`src/rtl/mct_pkg.sv`:
```
// shared types, constants and arithmetic helpers for the macd crossover trader
`default_nettype none

package mct_pkg;

    localparam int PRICE_W   = 32;
    localparam int ALPHA_W   = 16;
    localparam int LIMIT_W   = 16;
    localparam int POS_W     = 17;
    localparam int CASH_W    = 64;
    localparam int EMA_W     = 56;
    localparam int MAG_W     = 50;
    localparam int PROD_W    = MAG_W + ALPHA_W;
    localparam int ACT_W     = 2;
    localparam int CFG_IDX_W = 2;
    localparam int CFG_DAT_W = 16;
    localparam int OUT_BITS  = ACT_W + POS_W + CASH_W + EMA_W + EMA_W + CASH_W;
    localparam int OUT_TDATA_W = ((OUT_BITS + 7) / 8) * 8;

    // trade codes
    localparam logic [ACT_W-1:0] ACT_NONE = 2'd0;
    localparam logic [ACT_W-1:0] ACT_BUY  = 2'd1;
    localparam logic [ACT_W-1:0] ACT_SELL = 2'd2;

    // register indexes
    localparam logic [CFG_IDX_W-1:0] CFG_POS_LIMIT    = 2'd0;
    localparam logic [CFG_IDX_W-1:0] CFG_ALPHA_LONG   = 2'd1;
    localparam logic [CFG_IDX_W-1:0] CFG_ALPHA_SHORT  = 2'd2;
    localparam logic [CFG_IDX_W-1:0] CFG_ALPHA_SIGNAL = 2'd3;

    localparam logic [LIMIT_W-1:0] RST_POS_LIMIT    = 16'd5;
    localparam logic [ALPHA_W-1:0] RST_ALPHA_LONG   = 16'd4855;
    localparam logic [ALPHA_W-1:0] RST_ALPHA_SHORT  = 16'd10082;
    localparam logic [ALPHA_W-1:0] RST_ALPHA_SIGNAL = 16'd13107;

    localparam logic signed [CASH_W-1:0] CASH_MAX = {1'b0, {(CASH_W-1){1'b1}}};
    localparam logic signed [CASH_W-1:0] CASH_MIN = {1'b1, {(CASH_W-1){1'b0}}};

    typedef struct packed {
        logic [PRICE_W-1:0] price;
        logic               first;
    } item_t;

    typedef struct packed {
        logic [LIMIT_W-1:0] position_limit;
        logic [ALPHA_W-1:0] alpha_long;
        logic [ALPHA_W-1:0] alpha_short;
        logic [ALPHA_W-1:0] alpha_signal;
    } cfg_t;

    // magnitude of an ema difference, always below 2^49
    function automatic logic [MAG_W-1:0] ema_mag(input logic signed [EMA_W-1:0] d);
        logic signed [EMA_W-1:0] m;
        m = d[EMA_W-1] ? -d : d;
        return m[MAG_W-1:0];
    endfunction

    function automatic logic signed [CASH_W-1:0] sat_add(
        input logic signed [CASH_W-1:0] a,
        input logic signed [CASH_W-1:0] b
    );
        logic signed [CASH_W:0] s;
        s = {a[CASH_W-1], a} + {b[CASH_W-1], b};
        if (s[CASH_W] != s[CASH_W-1])
            return s[CASH_W] ? CASH_MIN : CASH_MAX;
        else
            return s[CASH_W-1:0];
    endfunction

endpackage

`default_nettype wire

```
`src/rtl/mct_front.sv`:
```
// front end: takes price beats, tags the seeding sample, two-entry queue to the back end
`default_nettype none

module mct_front (
    input  wire logic                         clk,
    input  wire logic                         rst_n,
    input  wire logic                         s_tvalid,
    output logic                              s_tready,
    input  wire logic [mct_pkg::PRICE_W-1:0]  s_tdata,   // [31:0] price
    output logic                              q_valid,
    output mct_pkg::item_t                    q_item,
    input  wire logic                         q_pop
);

    mct_pkg::item_t slot_reg [2];
    logic           wr_ptr_reg, wr_ptr_next;
    logic           rd_ptr_reg, rd_ptr_next;
    logic [1:0]     count_reg, count_next;
    logic           seeded_reg, seeded_next;
    logic           push;
    logic           pop;
    mct_pkg::item_t push_item;

    assign s_tready = (count_reg != 2'd2);
    assign q_valid  = (count_reg != 2'd0);
    assign q_item   = slot_reg[rd_ptr_reg];

    assign push = s_tvalid && s_tready;
    assign pop  = q_pop && q_valid;

    always_comb
    begin
        push_item.price = s_tdata;
        push_item.first = !seeded_reg;
        wr_ptr_next = push ? !wr_ptr_reg : wr_ptr_reg;
        rd_ptr_next = pop ? !rd_ptr_reg : rd_ptr_reg;
        seeded_next = seeded_reg || push;
        count_next  = count_reg;
        if (push && !pop)
            count_next = count_reg + 2'd1;
        else if (pop && !push)
            count_next = count_reg - 2'd1;
    end

    always_ff @(posedge clk or negedge rst_n)
    begin
        if (!rst_n)
        begin
            wr_ptr_reg <= 1'b0;
            rd_ptr_reg <= 1'b0;
            count_reg  <= 2'd0;
            seeded_reg <= 1'b0;
        end
        else
        begin
            wr_ptr_reg <= wr_ptr_next;
            rd_ptr_reg <= rd_ptr_next;
            count_reg  <= count_next;
            seeded_reg <= seeded_next;
        end
    end

    always_ff @(posedge clk)
    begin
        if (push)
            slot_reg[wr_ptr_reg] <= push_item;
    end

endmodule

`default_nettype wire

```
`config.mk`:
```
export PLATFORM = sky130hd
export DESIGN_NAME = mct_front
export DESIGN_NICKNAME = d
export VERILOG_FILES = /design/src/rtl/mct_pkg.sv /design/src/rtl/mct_front.sv
export SDC_FILE = /design/constraint.sdc
export NUM_CORES = 1
export LEC_CHECK = 0
export ABC_AREA = 0
export CORE_MARGIN = 1.5
export CORE_UTILIZATION = 56
export CTS_CLUSTER_SIZE = 10
export DETAILED_ROUTE_END_ITERATION = 8
export DONT_BUFFER_PORTS = 1
export GPL_ROUTABILITY_DRIVEN = 0
export PLACE_DENSITY = 0.74
export SYNTH_ARGS = -nofsm -noshare
export SYNTH_HDL_FRONTEND = slang
export SYNTH_SLANG_ARGS = --single-unit
```
`constraint.sdc`:
```
create_clock -name clk -period 3.9 [get_ports clk]
set_input_delay 0.195 -clock clk [delete_from_list [all_inputs] [get_ports clk]]
set_output_delay 0.195 -clock clk [all_outputs]
set_load 0.05 [all_outputs]
```
---- Word level (Yosys, flattened, before mapping) ----
Memory sizes are Yosys's and may differ from the RTL's.
Cells that the tools add are included.
storage, ports and cells
  bits in writable memories ............... 66
  input port bits ......................... 36
  bits in latches ......................... 0
  bits in registers ....................... 5
  memory bits (read-only) ................. 0
  output and inout port bits .............. 35
  memories ................................ 1
cells by class
  multiplexer cells ....................... 4
  reduce and logical (&&, ||, !) cells .... 12
  bitwise operators ....................... 0
  $mul .................................... 0
  divide/modulo/power cells ............... 0
  shift-type cells ........................ 0
  magnitude comparators ................... 0
  equality and inequality tests ........... 1
  add/subtract/negate cells ............... 2
memory list
  name      depth  width  read ports  clocked after memory_dff  wr ports  line             source
  slot_reg  2      33     1           0                         1         mct_front.sv:15  mct_pkg::item_t slot_reg [2];
operators with widths
  kind                   count
  $logic_not A1 Y1       5
  $logic_and A1 B1 Y1    4
  $mux W2                2
  $reduce_bool A2 Y1     2
  $add A2 B1 Y2 const B  1
  $mux W1                2
  $ne A2 B2 Y1 const B   1
  $sub A2 B1 Y2 const B  1
  $logic_or A1 B1 Y1     1

---- Logic depth before layout (Yosys ltp) ----
  depth in word-level cells ............... 6
  mapped depth ............................ 7

---- Worst setup path after synthesis ----
OpenSTA, ideal clock, no wires.
  path kind ............................... register -> register
  from .................................... reg count_reg[0]
  to ...................................... mem slot_reg[0][0] (netlist bit) (enable)
  path slack .............................. 1.296 ns
  period minus slack after synthesis ...... 2.604 ns
  setup time .............................. 0.423 ns
  stages on the path, launching flop included .. 4
  data arrival time ....................... 2.181 ns
  required time ........................... 3.477 ns
  path buffers ............................ 0
  path through ............................ dfrtp_1 -> nand2b_4 -> nand2_1 -> nor2_1
on the way
  longest elaborated chain between the ends .. 4
RTL lines
  what                           line             source
  start, declared                mct_front.sv:18  logic [1:0] count_reg, count_next;
  start signal, assigned         mct_front.sv:58  count_reg <= count_next;
  $ne A2 B2 Y1                   mct_front.sv:24  assign s_tready = (count_reg != 2'd2);
  via s_tready                   mct_front.sv:8   output logic s_tready,
  $logic_and A1 B1 Y1            mct_front.sv:28  assign push = s_tvalid && s_tready;
  $mux W1                        mct_front.sv:65  if (push)
  $mux W1 (implied by the code)  mct_front.sv:66  slot_reg[wr_ptr_reg] <= push_item;
  end, declared                  mct_front.sv:15
The timed path passes the listed nets, and every way through them passes these cells.

==> impl_metrics.env <==
export IMPL_outcome="complete, no violations"
export IMPL_syn_area_um2=2770
export IMPL_drive_gt1_share_pct=30.18
export IMPL_use_met3_pct=4.801
export IMPL_worstSetupStartpointType="flip-flop"
export IMPL_cp_required_ns=3.70
export IMPL_grt_ovfl_total=0
export IMPL_clockRootBuffer="clkbuf_8"
export IMPL_combPwrFrac_pct=39.9
export IMPL_drc=0
export IMPL_hold_class="input port to flip-flop"
export IMPL_synth_seq_area_share_pct=76.06
export IMPL_critPathMaxStageDelay_ns=1.04
export IMPL_power_clock_fraction_pct=18.2
export IMPL_switching_share_pct=41.07
export IMPL_synth_cell_types=15
export IMPL_finalSetupTns_ns=0
export IMPL_synth_edff_count=66
export IMPL_area_growth_pct=19.29
export IMPL_critical_path_cell_chain="mux2_2"
export IMPL_clk_latency_ns=0.32
export IMPL_cts_made_buffers=9
export IMPL_synth_area_leaders="edfxtp_1 (72%), mux2_4 (16%), dfrtp_1 (4.5%), buf_12 (2.2%), mux2_2 (1.6%)"
export IMPL_place_area_um2=2793
export IMPL_cts_tree="done"
export IMPL_gr_usage_met1_pct=18.94
export IMPL_die_w_um=73.33
export IMPL_finalCritPeriodShare_pct=54.63
export IMPL_rows=25
export IMPL_setup_viol=0
export IMPL_syn_area_per_cell_um2=22.34
export IMPL_slew_headroom_pct=32.15
export IMPL_seq_power_share_pct=42.0
export IMPL_yosysTopAreaCell="edfxtp_1"
export IMPL_fin_area_um2=3304
export IMPL_path_clk_slew_ns=0.06
export IMPL_cts_setup_buffers=0
export IMPL_synth_cells=124
export IMPL_syn_nets=161
export IMPL_io_buffers=0
export IMPL_drtIter0Drc=83
export IMPL_dr_total_vias=1213
export IMPL_core_area_um2=4755
export IMPL_n_fill_cell=330
export IMPL_htreeDepth=3
export IMPL_multiInputGateArea_um2=593.1
export IMPL_report_final_slew_viol_count=0
export IMPL_largest_reg_flops=66
export IMPL_p_sw_mw=1.172
export IMPL_detail_route_wl_per_cell_um=17.41
export IMPL_max_cap_violations=0
export IMPL_nNetsFinal=201
export IMPL_synth_top_area_share_pct=71.54
export IMPL_synth_common_cells="edfxtp_1 (66), mux2_4 (29), dfrtp_1 (5), mux2_2 (4)"
export IMPL_grt_pass1_vias=1293
export IMPL_synthFlopType="edfxtp_1"
export IMPL_powerDensity_nw_per_um2=863.6
export IMPL_wl_mm=4.108
export IMPL_rsz0062_at_grt="no"
export IMPL_vias_per_cell=5.140
export IMPL_ir_worst_vdd_mv=0.6447
export IMPL_ios=71
export IMPL_yosys_warnings=0
export IMPL_dp_hpwl_mm=2.534
export IMPL_slowest_stage="dfrtp_2"
export IMPL_track_usage_pct=16.72
export IMPL_antenna_found_initial=0
export IMPL_crit_family="flip-flops"
export IMPL_die_area_um2=5377
export IMPL_worst_setup_path_type="flip-flop to output port"
export IMPL_clk_path_buf_depth=2
export IMPL_dieHeight_um=73.33
export IMPL_p_leak_nw=1.220
export IMPL_drtAntennaViolNets=0
export IMPL_grt_use_met2_pct=28.38
export IMPL_yosysMostFrequentCell="edfxtp_1"
export IMPL_arrival_ns=1.94
export IMPL_worstSetupEndpointType="output port"
export IMPL_initial_utilization_pct=58.26
export IMPL_path_buf_inv=0
export IMPL_finalHoldViolCount=0
export IMPL_internal_power_mw=1.682
export IMPL_crit_fanout=34
export IMPL_cts_hold_buf=33
export IMPL_synth_seq_cells=71
export IMPL_clock_sinks=71
export IMPL_seq_area_um2=2108
export IMPL_first_pass_iters=4
export IMPL_async_flop_share_pct=7.042
export IMPL_cts_resized_gates=0
export IMPL_busiest_layer="met2"
export IMPL_period_minus_slack_ns=2.131
export IMPL_max_slew_worst_pin_slew_ns=1.018
export IMPL_grt_pass1_wl_mm=6.354
export IMPL_grt_max_degree=35
export IMPL_insertedDiodeCount=0
export IMPL_timing_fmax_mhz=469.4
export IMPL_final_setup_skew_ns=0.002739
[routing by layer]
metal  part of all wire (%)  vias up
met5                      0        -
met4                    2.7        0
met3                    5.7       12
met2                     54       49
met1                     37      598
li1                       -      554
[final cells by class]
| class | count | area share [%] |
|---|---|---|
| well taps | 67 | 2.537 |
| flip-flops and latches | 71 | 63.80 |
| clock inverters | 1 | 0.1515 |
| repair buffers | 33 | 9.996 |
| clock buffers | 15 | 5.339 |
| multi-input cells | 47 | 17.95 |
| inverters | 2 | 0.2272 |
[per-stage QoR]
| step | hold slack (ns) | utilization [%] | instances | setup slack [ns] | power, mW |
|---|---|---|---|---|---|
| after floorplan | -0.1006 | - | 124 | 1.296 | 2.290 |
| after global placement | -0.1005 | 58.74 | 187 | 1.953 | 2.302 |
| after detailed placement | -0.1005 | 58.74 | 187 | 1.832 | 2.338 |
| after CTS | 0.04973 | 69.50 | 236 | 1.727 | 2.887 |
| after global routing | 0.05791 | 69.50 | 236 | 1.676 | 2.965 |
| final | 0.07157 | 69.50 | 236 | 1.769 | 2.854 |
[power by group through the flow]
stage / clock network (mW) / registers [mW] / logic (mW)
6_report: 0.519 / 1.20 / 1.14
5_1_grt: 0.566 / 1.22 / 1.18
4_1_cts: 0.532 / 1.20 / 1.15
3_5_place_dp: 0 / 1.22 / 1.12
2_1_floorplan: 0 / 1.11 / 1.18
3_3_place_gp: 0 / 1.20 / 1.10
[logic make-up after synthesis]
family | Yosys count | synth area share [%]
xor+xnor | 5 | 1.581
fa+ha+maj | 1 | 0.4516
buf+inv | 6 | 2.846
flops | 71 | 76.06
mux | 33 | 17.34
simple gates | 8 | 1.717
[cells in the final DEF (no fill, tap or decap), types with 2 or more instances in the layout]
cell and n:
edfxtp_1 66, dlygate4sd3_1 33, mux2_4 29, clkbuf_8 12
mux2_2 4, dfrtp_1 4, nand2_1 3, xnor2_1 3
clkbuf_1 3, inv_1 2, xor2_1 2
[final timing paths]
path	from	end	slack, ns	cells past startpoint
setup reg to reg	count_reg[0]	slot_reg[0][5]	1.87	3
max in group asynchronous	rst_n	rd_ptr_reg	3.53	1
hold reg to reg	seeded_reg	seeded_reg	0.48	2
hold / removal	q_pop	rd_ptr_reg	0.07	2
setup / recovery	rd_ptr_reg	q_item[24]	1.77	1
min in group asynchronous	rst_n	count_reg[1]	0.16	1
(Power assumes the default switching activity.)
