**src/rtl/mct_pkg.sv**
```systemverilog
// shared types, constants and arithmetic helpers for the macd crossover trader
`default_nettype none

package mct_pkg;

    localparam int PRICE_W   = 32;
    localparam int ALPHA_W   = 16;
    localparam int LIMIT_W   = 16;
    localparam int POS_W     = 17;
    localparam int CASH_W    = 64;
    localparam int EMA_W     = 56;
    localparam int MAG_W     = 50;
    localparam int PROD_W    = MAG_W + ALPHA_W;
    localparam int ACT_W     = 2;
    localparam int CFG_IDX_W = 2;
    localparam int CFG_DAT_W = 16;
    localparam int OUT_BITS  = ACT_W + POS_W + CASH_W + EMA_W + EMA_W + CASH_W;
    localparam int OUT_TDATA_W = ((OUT_BITS + 7) / 8) * 8;

    // trade codes
    localparam logic [ACT_W-1:0] ACT_NONE = 2'd0;
    localparam logic [ACT_W-1:0] ACT_BUY  = 2'd1;
    localparam logic [ACT_W-1:0] ACT_SELL = 2'd2;

    // register indexes
    localparam logic [CFG_IDX_W-1:0] CFG_POS_LIMIT    = 2'd0;
    localparam logic [CFG_IDX_W-1:0] CFG_ALPHA_LONG   = 2'd1;
    localparam logic [CFG_IDX_W-1:0] CFG_ALPHA_SHORT  = 2'd2;
    localparam logic [CFG_IDX_W-1:0] CFG_ALPHA_SIGNAL = 2'd3;

    localparam logic [LIMIT_W-1:0] RST_POS_LIMIT    = 16'd5;
    localparam logic [ALPHA_W-1:0] RST_ALPHA_LONG   = 16'd4855;
    localparam logic [ALPHA_W-1:0] RST_ALPHA_SHORT  = 16'd10082;
    localparam logic [ALPHA_W-1:0] RST_ALPHA_SIGNAL = 16'd13107;

    localparam logic signed [CASH_W-1:0] CASH_MAX = {1'b0, {(CASH_W-1){1'b1}}};
    localparam logic signed [CASH_W-1:0] CASH_MIN = {1'b1, {(CASH_W-1){1'b0}}};

    typedef struct packed {
        logic [PRICE_W-1:0] price;
        logic               first;
    } item_t;

    typedef struct packed {
        logic [LIMIT_W-1:0] position_limit;
        logic [ALPHA_W-1:0] alpha_long;
        logic [ALPHA_W-1:0] alpha_short;
        logic [ALPHA_W-1:0] alpha_signal;
    } cfg_t;

    // magnitude of an ema difference, always below 2^49
    function automatic logic [MAG_W-1:0] ema_mag(input logic signed [EMA_W-1:0] d);
        logic signed [EMA_W-1:0] m;
        m = d[EMA_W-1] ? -d : d;
        return m[MAG_W-1:0];
    endfunction

    function automatic logic signed [CASH_W-1:0] sat_add(
        input logic signed [CASH_W-1:0] a,
        input logic signed [CASH_W-1:0] b
    );
        logic signed [CASH_W:0] s;
        s = {a[CASH_W-1], a} + {b[CASH_W-1], b};
        if (s[CASH_W] != s[CASH_W-1])
            return s[CASH_W] ? CASH_MIN : CASH_MAX;
        else
            return s[CASH_W-1:0];
    endfunction

endpackage

`default_nettype wire

```
**src/rtl/mct_back.sv**
```systemverilog
// back end: ema sequencer on one shared multiplier, trade decision and output register
`default_nettype none

module mct_back (
    input  wire logic                             clk,
    input  wire logic                             rst_n,
    input  wire mct_pkg::cfg_t                    cfg,
    input  wire logic                             q_valid,
    input  wire mct_pkg::item_t                   q_item,
    output logic                                  q_pop,
    output logic                                  m_tvalid,
    input  wire logic                             m_tready,
    output logic [mct_pkg::OUT_TDATA_W-1:0]       m_tdata
);

    localparam logic [2:0] ST_IDLE  = 3'd0;
    localparam logic [2:0] ST_LONG  = 3'd1;
    localparam logic [2:0] ST_SHORT = 3'd2;
    localparam logic [2:0] ST_MACD  = 3'd3;
    localparam logic [2:0] ST_SIGM  = 3'd4;
    localparam logic [2:0] ST_SIGA  = 3'd5;
    localparam logic [2:0] ST_TRADE = 3'd6;
    localparam logic [2:0] ST_OUT   = 3'd7;

    localparam int EW = mct_pkg::EMA_W;
    localparam int CW = mct_pkg::CASH_W;
    localparam int PW = mct_pkg::POS_W;

    logic [2:0]                          state_reg, state_next;
    logic [mct_pkg::PRICE_W-1:0]         price_reg, price_next;
    logic                                first_reg, first_next;
    logic signed [EW-1:0]                long_reg, long_next;
    logic signed [EW-1:0]                short_reg, short_next;
    logic signed [EW-1:0]                sig_reg, sig_next;
    logic signed [EW-1:0]                macd_reg, macd_next;
    logic signed [PW-1:0]                held_reg, held_next;
    logic signed [CW-1:0]                cash_reg, cash_next;
    logic [mct_pkg::PROD_W-1:0]          prod_reg, prod_next;
    logic                                neg_reg, neg_next;
    logic [mct_pkg::ACT_W-1:0]           act_reg, act_next;
    logic signed [CW-1:0]                pv_reg, pv_next;
    logic                                out_valid_reg, out_valid_next;
    logic [mct_pkg::OUT_TDATA_W-1:0]     out_data_reg, out_data_next;

    logic signed [EW-1:0]                px;
    logic signed [EW-1:0]                q_ext;
    logic signed [EW-1:0]                diff;
    logic signed [EW-1:0]                short_new;
    logic [mct_pkg::MAG_W-1:0]           mul_a;
    logic [mct_pkg::ALPHA_W-1:0]         mul_b;
    logic signed [PW-1:0]                held_abs;
    logic signed [PW:0]                  held_w;
    logic signed [PW:0]                  lim_pos;
    logic                                trade_buy;
    logic                                trade_sell;
    logic signed [CW-1:0]                price_s;
    logic signed [CW-1:0]                prod_s;
    logic signed [CW-1:0]                mtm;
    logic                                out_load;

    assign px       = $signed({8'd0, price_reg, 16'd0});
    assign q_ext    = $signed({{(EW - mct_pkg::MAG_W){1'b0}},
                               prod_reg[mct_pkg::PROD_W-1:mct_pkg::ALPHA_W]});
    assign held_abs = held_reg[PW-1] ? -held_reg : held_reg;
    assign held_w   = {held_reg[PW-1], held_reg};
    assign lim_pos  = $signed({2'b00, cfg.position_limit});
    assign price_s  = $signed({{(CW - mct_pkg::PRICE_W){1'b0}}, price_reg});
    assign prod_s   = $signed({16'd0, prod_reg[47:0]});

    assign trade_buy  = (macd_reg > sig_reg) && (held_w < lim_pos);
    assign trade_sell = !trade_buy && (macd_reg < sig_reg) && (held_w > -lim_pos);

    assign mtm      = mct_pkg::sat_add(cash_reg, pv_reg);
    assign out_load = (state_reg == ST_OUT) && (!out_valid_reg || m_tready);
    assign q_pop    = (state_reg == ST_IDLE) && q_valid;
    assign m_tvalid = out_valid_reg;
    assign m_tdata  = out_data_reg;

    // shared multiplier operands
    always_comb
    begin
        diff  = '0;
        mul_a = '0;
        mul_b = '0;
        neg_next = neg_reg;
        unique case (state_reg)
            ST_LONG:
            begin
                diff  = px - long_reg;
                mul_a = mct_pkg::ema_mag(diff);
                mul_b = cfg.alpha_long;
                neg_next = diff[EW-1];
            end
            ST_SHORT:
            begin
                diff  = px - short_reg;
                mul_a = mct_pkg::ema_mag(diff);
                mul_b = cfg.alpha_short;
                neg_next = diff[EW-1];
            end
            ST_SIGM:
            begin
                diff  = macd_reg - sig_reg;
                mul_a = mct_pkg::ema_mag(diff);
                mul_b = cfg.alpha_signal;
                neg_next = diff[EW-1];
            end
            ST_SIGA:
            begin
                // value of the position held before this trade
                mul_a = {{(mct_pkg::MAG_W - mct_pkg::PRICE_W){1'b0}}, price_reg};
                mul_b = held_abs[15:0];
                neg_next = held_reg[PW-1];
            end
            default:
            begin
                diff  = '0;
            end
        endcase
        prod_next = mct_pkg::PROD_W'(mul_a) * mct_pkg::PROD_W'(mul_b);
    end

    always_comb
    begin
        state_next     = state_reg;
        price_next     = price_reg;
        first_next     = first_reg;
        long_next      = long_reg;
        short_next     = short_reg;
        sig_next       = sig_reg;
        macd_next      = macd_reg;
        held_next      = held_reg;
        cash_next      = cash_reg;
        act_next       = act_reg;
        pv_next        = pv_reg;
        out_data_next  = out_data_reg;
        out_valid_next = out_valid_reg && !m_tready;
        short_new      = neg_reg ? short_reg - q_ext : short_reg + q_ext;
        unique case (state_reg)
            ST_IDLE:
            begin
                if (q_valid)
                begin
                    price_next = q_item.price;
                    first_next = q_item.first;
                    state_next = ST_LONG;
                end
            end
            ST_LONG:
            begin
                state_next = ST_SHORT;
            end
            ST_SHORT:
            begin
                long_next  = first_reg ? px
                           : (neg_reg ? long_reg - q_ext : long_reg + q_ext);
                state_next = ST_MACD;
            end
            ST_MACD:
            begin
                if (first_reg)
                    short_new = px;
                short_next = short_new;
                macd_next  = short_new - long_reg;
                state_next = ST_SIGM;
            end
            ST_SIGM:
            begin
                state_next = ST_SIGA;
            end
            ST_SIGA:
            begin
                sig_next   = first_reg ? '0
                           : (neg_reg ? sig_reg - q_ext : sig_reg + q_ext);
                state_next = ST_TRADE;
            end
            ST_TRADE:
            begin
                pv_next = neg_reg ? -prod_s : prod_s;
                if (trade_buy)
                begin
                    held_next = held_reg + PW'(1);
                    cash_next = mct_pkg::sat_add(cash_reg, -price_s);
                    act_next  = mct_pkg::ACT_BUY;
                    pv_next   = (neg_reg ? -prod_s : prod_s) + price_s;
                end
                else if (trade_sell)
                begin
                    held_next = held_reg - PW'(1);
                    cash_next = mct_pkg::sat_add(cash_reg, price_s);
                    act_next  = mct_pkg::ACT_SELL;
                    pv_next   = (neg_reg ? -prod_s : prod_s) - price_s;
                end
                else
                begin
                    act_next  = mct_pkg::ACT_NONE;
                end
                state_next = ST_OUT;
            end
            ST_OUT:
            begin
                if (out_load)
                begin
                    out_data_next  = {{(mct_pkg::OUT_TDATA_W - mct_pkg::OUT_BITS){1'b0}},
                                      mtm, sig_reg, macd_reg, cash_reg, held_reg, act_reg};
                    out_valid_next = 1'b1;
                    state_next     = ST_IDLE;
                end
            end
            default:
            begin
                state_next = ST_IDLE;
            end
        endcase
    end

    always_ff @(posedge clk or negedge rst_n)
    begin
        if (!rst_n)
        begin
            state_reg     <= ST_IDLE;
            out_valid_reg <= 1'b0;
            long_reg      <= '0;
            short_reg     <= '0;
            sig_reg       <= '0;
            held_reg      <= '0;
            cash_reg      <= '0;
        end
        else
        begin
            state_reg     <= state_next;
            out_valid_reg <= out_valid_next;
            long_reg      <= long_next;
            short_reg     <= short_next;
            sig_reg       <= sig_next;
            held_reg      <= held_next;
            cash_reg      <= cash_next;
        end
    end

    always_ff @(posedge clk)
    begin
        price_reg    <= price_next;
        first_reg    <= first_next;
        macd_reg     <= macd_next;
        prod_reg     <= prod_next;
        neg_reg      <= neg_next;
        act_reg      <= act_next;
        pv_reg       <= pv_next;
        out_data_reg <= out_data_next;
    end

`ifndef SYNTHESIS
    a_held_range: assert property (@(posedge clk) disable iff (!rst_n)
        held_reg != $signed({1'b1, {(PW-1){1'b0}}}))
        else $error("position left its range");

    a_seed_flat: assert property (@(posedge clk) disable iff (!rst_n)
        (state_reg == ST_SIGM && first_reg) |-> macd_reg == '0)
        else $error("seeding sample gave non-zero macd");

    a_buy_step: assert property (@(posedge clk) disable iff (!rst_n)
        (state_reg == ST_TRADE && trade_buy) |=> held_reg == $past(held_reg) + PW'(1))
        else $error("buy did not add one unit");

    a_out_load: assert property (@(posedge clk) disable iff (!rst_n)
        out_load |=> (out_valid_reg && state_reg == ST_IDLE))
        else $error("result not presented after load");
`endif

endmodule

`default_nettype wire

```
**config.mk**
```make
export PLATFORM = sky130hd
export DESIGN_NAME = mct_back
export DESIGN_NICKNAME = d
export VERILOG_FILES = /design/src/rtl/mct_pkg.sv /design/src/rtl/mct_back.sv
export SDC_FILE = /design/constraint.sdc
export NUM_CORES = 2
export LEC_CHECK = 0
export BUFFER_PORTS_ARGS = -buffer_cell sky130_fd_sc_hd__buf_2
export CAP_MARGIN = 40
export CORE_MARGIN = 4
export CORE_UTILIZATION = 24
export DETAILED_ROUTE_END_ITERATION = 8
export GPL_TIMING_DRIVEN = 0
export HOLD_SLACK_MARGIN = 0.03
export PLACE_DENSITY = 0.45
export RECOVER_POWER = 25
export SLEW_MARGIN = 20
export SYNTH_ARGS = -nofsm -noshare
export SYNTH_HDL_FRONTEND = slang
export SYNTH_SLANG_ARGS = --single-unit
```
**constraint.sdc**
```tcl
create_clock -name clk -period 34.3 [get_ports clk]
set_input_delay 5.145 -clock clk [delete_from_list [all_inputs] [get_ports clk]]
set_output_delay 5.145 -clock clk [all_outputs]
set_load 0.01 [all_outputs]
```
**Word-level counts from Yosys, hierarchy flattened**

Index checks and enable logic that the tools add are counted.

- Flip-flop bits (word level): 734
- Input bits: 101
- Output and inout bits: 266
- Logic and storage cells: 106

- Add/sub/neg operators: 24
- Multiply operators: 1
- Magnitude comparators: 4
- Eq/ne operators: 12
- Mux-type cells: 33
- Reductions and logical operators: 17

Operators by type and width:

| cell | count |
|---|---|
| $mux 64 | 11 |
| $mux 56 | 7 |
| $pmux 50 s4 | 1 |
| $mux 50 | 3 |
| $neg 50->50 | 3 |
| $add 64x64->65 | 2 |
| $add 56x51->56 | 2 |
| $sub 49x56->56 | 2 |
| $sub 56x51->56 | 2 |
| $sub 56x56->56 | 2 |
| $mul 50x16->66 | 1 |
| $add 64x33->65 | 1 |
| $add 64x33->64 | 1 |
| $neg 32->64 | 1 |
| $neg 48->64 | 1 |
| $pmux 16 s4 | 1 |
| $sub 64x33->64 | 1 |
| $add 56x50->56 | 1 |
| $gt 56x56->1 | 1 |
| $lt 56x56->1 | 1 |
| $sub 56x50->56 | 1 |
| $mux 17 | 2 |
| $pmux 3 s8 | 1 |
| $gt 17x18->1 | 1 |
| other kinds (22) | 41 |

**Longest topological paths before layout**

- Depth after elaboration: 7
- Depth in mapped cells: 44
- Gate-level depth less buffers: 41

**Least setup slack after synthesis**

OpenSTA, ideal clock, no wires.

- Path kind: input -> register
- Start: input port m_tready
- End: register out_data_reg (netlist bit m_tdata[0]), enable pin
- Library setup time: 886 ps
- Arrival time: 15982 ps
- Required time: 33414 ps
- Slack: 17432 ps
- Stages: 2
- Path buffers: 0
- Cell sequence: nor2b_1 > nor2_1

- Word-level cells in the longest chain between the ends: 3

RTL lines:

| item | RTL line | RTL |
|---|---|---|
| from (decl) | mct_back.sv:12 | `input wire logic m_tready,` |
| $logic_or 1x1->1 | mct_back.sv:74 | `assign out_load = (state_reg == ST_OUT) && (!out_valid_reg \|\| m_tready);` |
| $logic_and 1x1->1 | mct_back.sv:74 |  |
| $reduce_and 2->1 (no line) | -- |  |
| to (signal assigned) | mct_back.sv:250 | `out_data_reg <= out_data_next;` |
| to (decl) | mct_back.sv:43 | `logic [mct_pkg::OUT_TDATA_W-1:0] out_data_reg, out_data_next;` |

Every way passes these cells.
A chain may end at the register's enable or synchronous reset.

**Worst setup path in the final report**

- Start: register price_reg[10] (netlist bit)
- End: register prod_reg[64] (netlist bit)

- Word-level cells in the longest chain between the ends: 5
- Elaborated cells between the ends (all ways): 8
- Those cells by class: add/sub: 4; mul: 1; mux: 3

RTL lines:

| item | RTL line | RTL |
|---|---|---|
| from (decl) | mct_back.sv:30 | `logic [mct_pkg::PRICE_W-1:0] price_reg, price_next;` |
| from (signal assigned) | mct_back.sv:243 | `price_reg <= price_next;` |
| $sub 49x56->56, on equally long branches | mct_back.sv:96, mct_back.sv:89 |  |
| $neg 50->50 | mct_pkg.sv:54 | `m = d[EMA_W-1] ? -d : d;` |
| $mux 50 | mct_pkg.sv:54 |  |
| $pmux 50 s4 * | mct_back.sv:86 | `unique case (state_reg)` |
| $mul 50x16->66 * | mct_back.sv:120 | `prod_next = mct_pkg::PROD_W'(mul_a) * mct_pkg::PROD_W'(mul_b);` |
| named net prod_next (one bit) | mct_back.sv:38 | `logic [mct_pkg::PROD_W-1:0] prod_reg, prod_next;` |
| to (signal assigned) | mct_back.sv:246 | `prod_reg <= prod_next;` |
| to (decl) | mct_back.sv:38 |  |

The timed path passes the listed nets; every way through them passes the cells marked *.

==> reports/metrics.yaml <==
status:
  status: "complete, but fails checks"
  violations: "max-capacitance violations, max-slew violations"
sta:
  period_share_pct: 43.8
  rsz0062_at_grt: "false"
  setup_viol: 0
  tightest_slew_ns: 3.59
  slew_viol_final: 227
  tns_ns: 0
  clock.fmax_mhz: 66.6
  finClkSkew_ns: 0.0458
  period_needed_ns: 15.02
  hold_violations: 0
  slew_headroom_pct: -139
final_layout:
  syn2layout_area_growth_pct: 16.1
  drive_gt1_share_pct: 9.05
  largest_reg_flops: 259
  nNetsFinal: 13100
  final_common_cell: "nand2_1"
  final_cell_mix: "nand2_1, inv_1, a21oi_1"
die:
  dieWidth_um: 628
  io_pins: 367
  std_cell_rows: 227
  fp.coreArea_um2: 382000
  die_area_um2: 394000
  initial_core_util_pct: 24.1
  fp.dieH_um: 628
global_route:
  grt_max_degree: 80
  grt_overflow: 0
  first_global_vias: 83500
  grt_usage_pct: 21.6
  grt_pass1_wl_um: 620000
  antenna_found_initial: 22
worst_setup_path:
  cpMostUsedCell: "fa_1"
  worstPathArrival_ns: 15.60
  cp_max_fo: 10
  cp_num_buf_inv: 9
  path_class: "reg -> reg"
  path_depth: 42
  cp-start-kind: "flip-flop"
  slowest_delay_ns: 0.74
  cp.required_ns: 34.87
  endpoint_kind: "flip-flop"
  reg2reg_depth: 42
  crit_slowest_cell: "nor3_4"
  critPathTopFamily: "compound AO/OA/AOI/OAI gates"
detailed_routing:
  wire_per_inst_um: 26.3
  num_vias: 85500
  drt-initial-drc-count: 7457
  dr.pass1.iters: 6
  antenna_left: 0
  remaining_drc_errors: 0
  routed_via_density: 5.12
  wirelength_um: 439000
cts:
  clkSinkCount: 734
  cts_root_buf: "clkbuf_16"
  path_clk_slew_ns: 0.06
  holdBufCountCts: 0
  cts_made_buffers: 94
  clkLatencyLatePin_ns: 0.75
  clockBufferDepth: 3
  h-tree-depth: 3
  cts_tree: "built"
  cts_resized: 0
  post_cts_buffers: 0
synthesis:
  syn_area_per_cell_um2: 8.47
  synth_cell_types: 117
  synthesis.area_um2: 92100
  synth_area_leaders: "fa_1, edfxtp_1, ha_1"
  ys_async_sr_fraction_pct: 34.5
  synthCells: 10900
  synth_area_leader_cell: "fa_1"
  synth.ff_latch_count: 734
  yosysSeqAreaShare_pct: 21.8
  ys.warnings.count: 0
  synth_ff_type: "edfxtp_1"
  synth_top_area_share_pct: 14.8
  synth_edf_count: 415
flow_run:
  max-cap-violations: 8
placement:
  portBuffers: 361
  globalplace.congestion: 0.962
  place_hpwl_um: 370000
worst_hold_path:
  holdCritPathClass: "reg -> reg"
  hold_depth: 0
-- worst register-to-register path, delay by kind of cell (launching register included) --
family	cells	cell delay (ns)
adders and majority gates	8	3.82
DFF	1	0.64
buffers and inverters	9	2.11
AOI/OAI and AO/OA	16	6.02
and+or+nand+nor	7	1.79
xor gates and xnor gates	2	0.49
-- per-stage QoR --
step | hold WS, ns | util (%) | setup slack, ns | area, µm² | instances
floorplan | 0.400 | - | 17.43 | 92100 | 10900
global placement | 0.405 | 26.2 | 8.47 | 100000 | 16300
detailed placement | 0.409 | 27.1 | 19.02 | 104000 | 16500
CTS | 0.426 | 28.0 | 19.40 | 107000 | 16700
global route | 0.431 | 28.0 | 18.52 | 107000 | 16700
finish | 0.424 | 28.0 | 19.28 | 107000 | 16700
-- cells by family (layout without fill, tap and decap cells) --
| logic type | Yosys count | count (layout) | share of synthesized area, % |
|---|---|---|---|
| AND/OR/NAND/NOR | 3354 | 3354 | 17.6 |
| multiplexers | 42 | 42 | 0.485 |
| XOR/XNOR | 796 | 796 | 7.60 |
| buffers and inverters | 1527 | 2288 | 6.35 |
| other | 1 | 19 | 0.00407 |
| AO/OA/AOI/OAI | 2974 | 2974 | 20.9 |
| adder cells (fa/ha/maj) | 1447 | 1447 | 25.2 |
| flip-flops | 734 | 734 | 21.8 |
-- worst paths after layout --
kind / from / endpoint / slack (ns)
max: price_reg[10] / prod_reg[64] / 19.28
min: act_reg[0] / m_tdata[0] / 0.42
max reg2reg: price_reg[10] / prod_reg[64] / 19.28
min reg2reg: act_reg[0] / m_tdata[0] / 0.42
max in group asynchronous: rst_n / short_reg[31] / 24.23
min in group asynchronous: rst_n / sig_reg[50] / 5.47
-- synthesized netlist by cell type, types with 51 or more instances --
master    instances
o21a_1           92
a22oi_1          55
o211ai_1         85
clkbuf_1        358
nand2b_1         95
nor2b_1          94
nor3_1          189
a21o_1          380
a21oi_1         766
a31oi_1         119
xor2_1          268
and3_1           93
edfxtp_1        415
nand2_1        1287
o21bai_1         95
nand4_1         106
and2_1          287
a211oi_1         76
or3_1            87
xnor2_1         526
fa_1            681
nor4_1           63
dfrtp_1         253
dfxtp_1          66
nand3_1         220
o21ai_0         672
buf_2            51
ha_1            759
inv_1          1076
nor2_1          620
o31ai_1          94
-- area by class of cell --
cell class                      instances  area [µm²]
Fill cell                           41600      275000
Multi-Input combinational cell       8618       66800
Sequential cell                       734       20100
Tap cell                             5038        6300
Timing Repair Buffer                  585        4570
Inverter                             1079        4050
Clock buffer                          113        2550
Buffer                                448        1820
Clock inverter                         63         737
Antenna cell                           14        35.0
-- routing by layer --
metal  up-vias  part of all wire [%]  routed length (µm)  GRT usage, %
li1      39600                     -                   -             -
met1     42400                    42              186000          28.0
met2      2876                    45              198000          34.9
met3       650                   6.2               27200          3.25
met4         8                   6.4               28000          11.2
met5         -                 0.012                  54             0
Power is not shown: default switching activity piles up to over one toggle a cycle in this logic, so the estimate is an artifact.
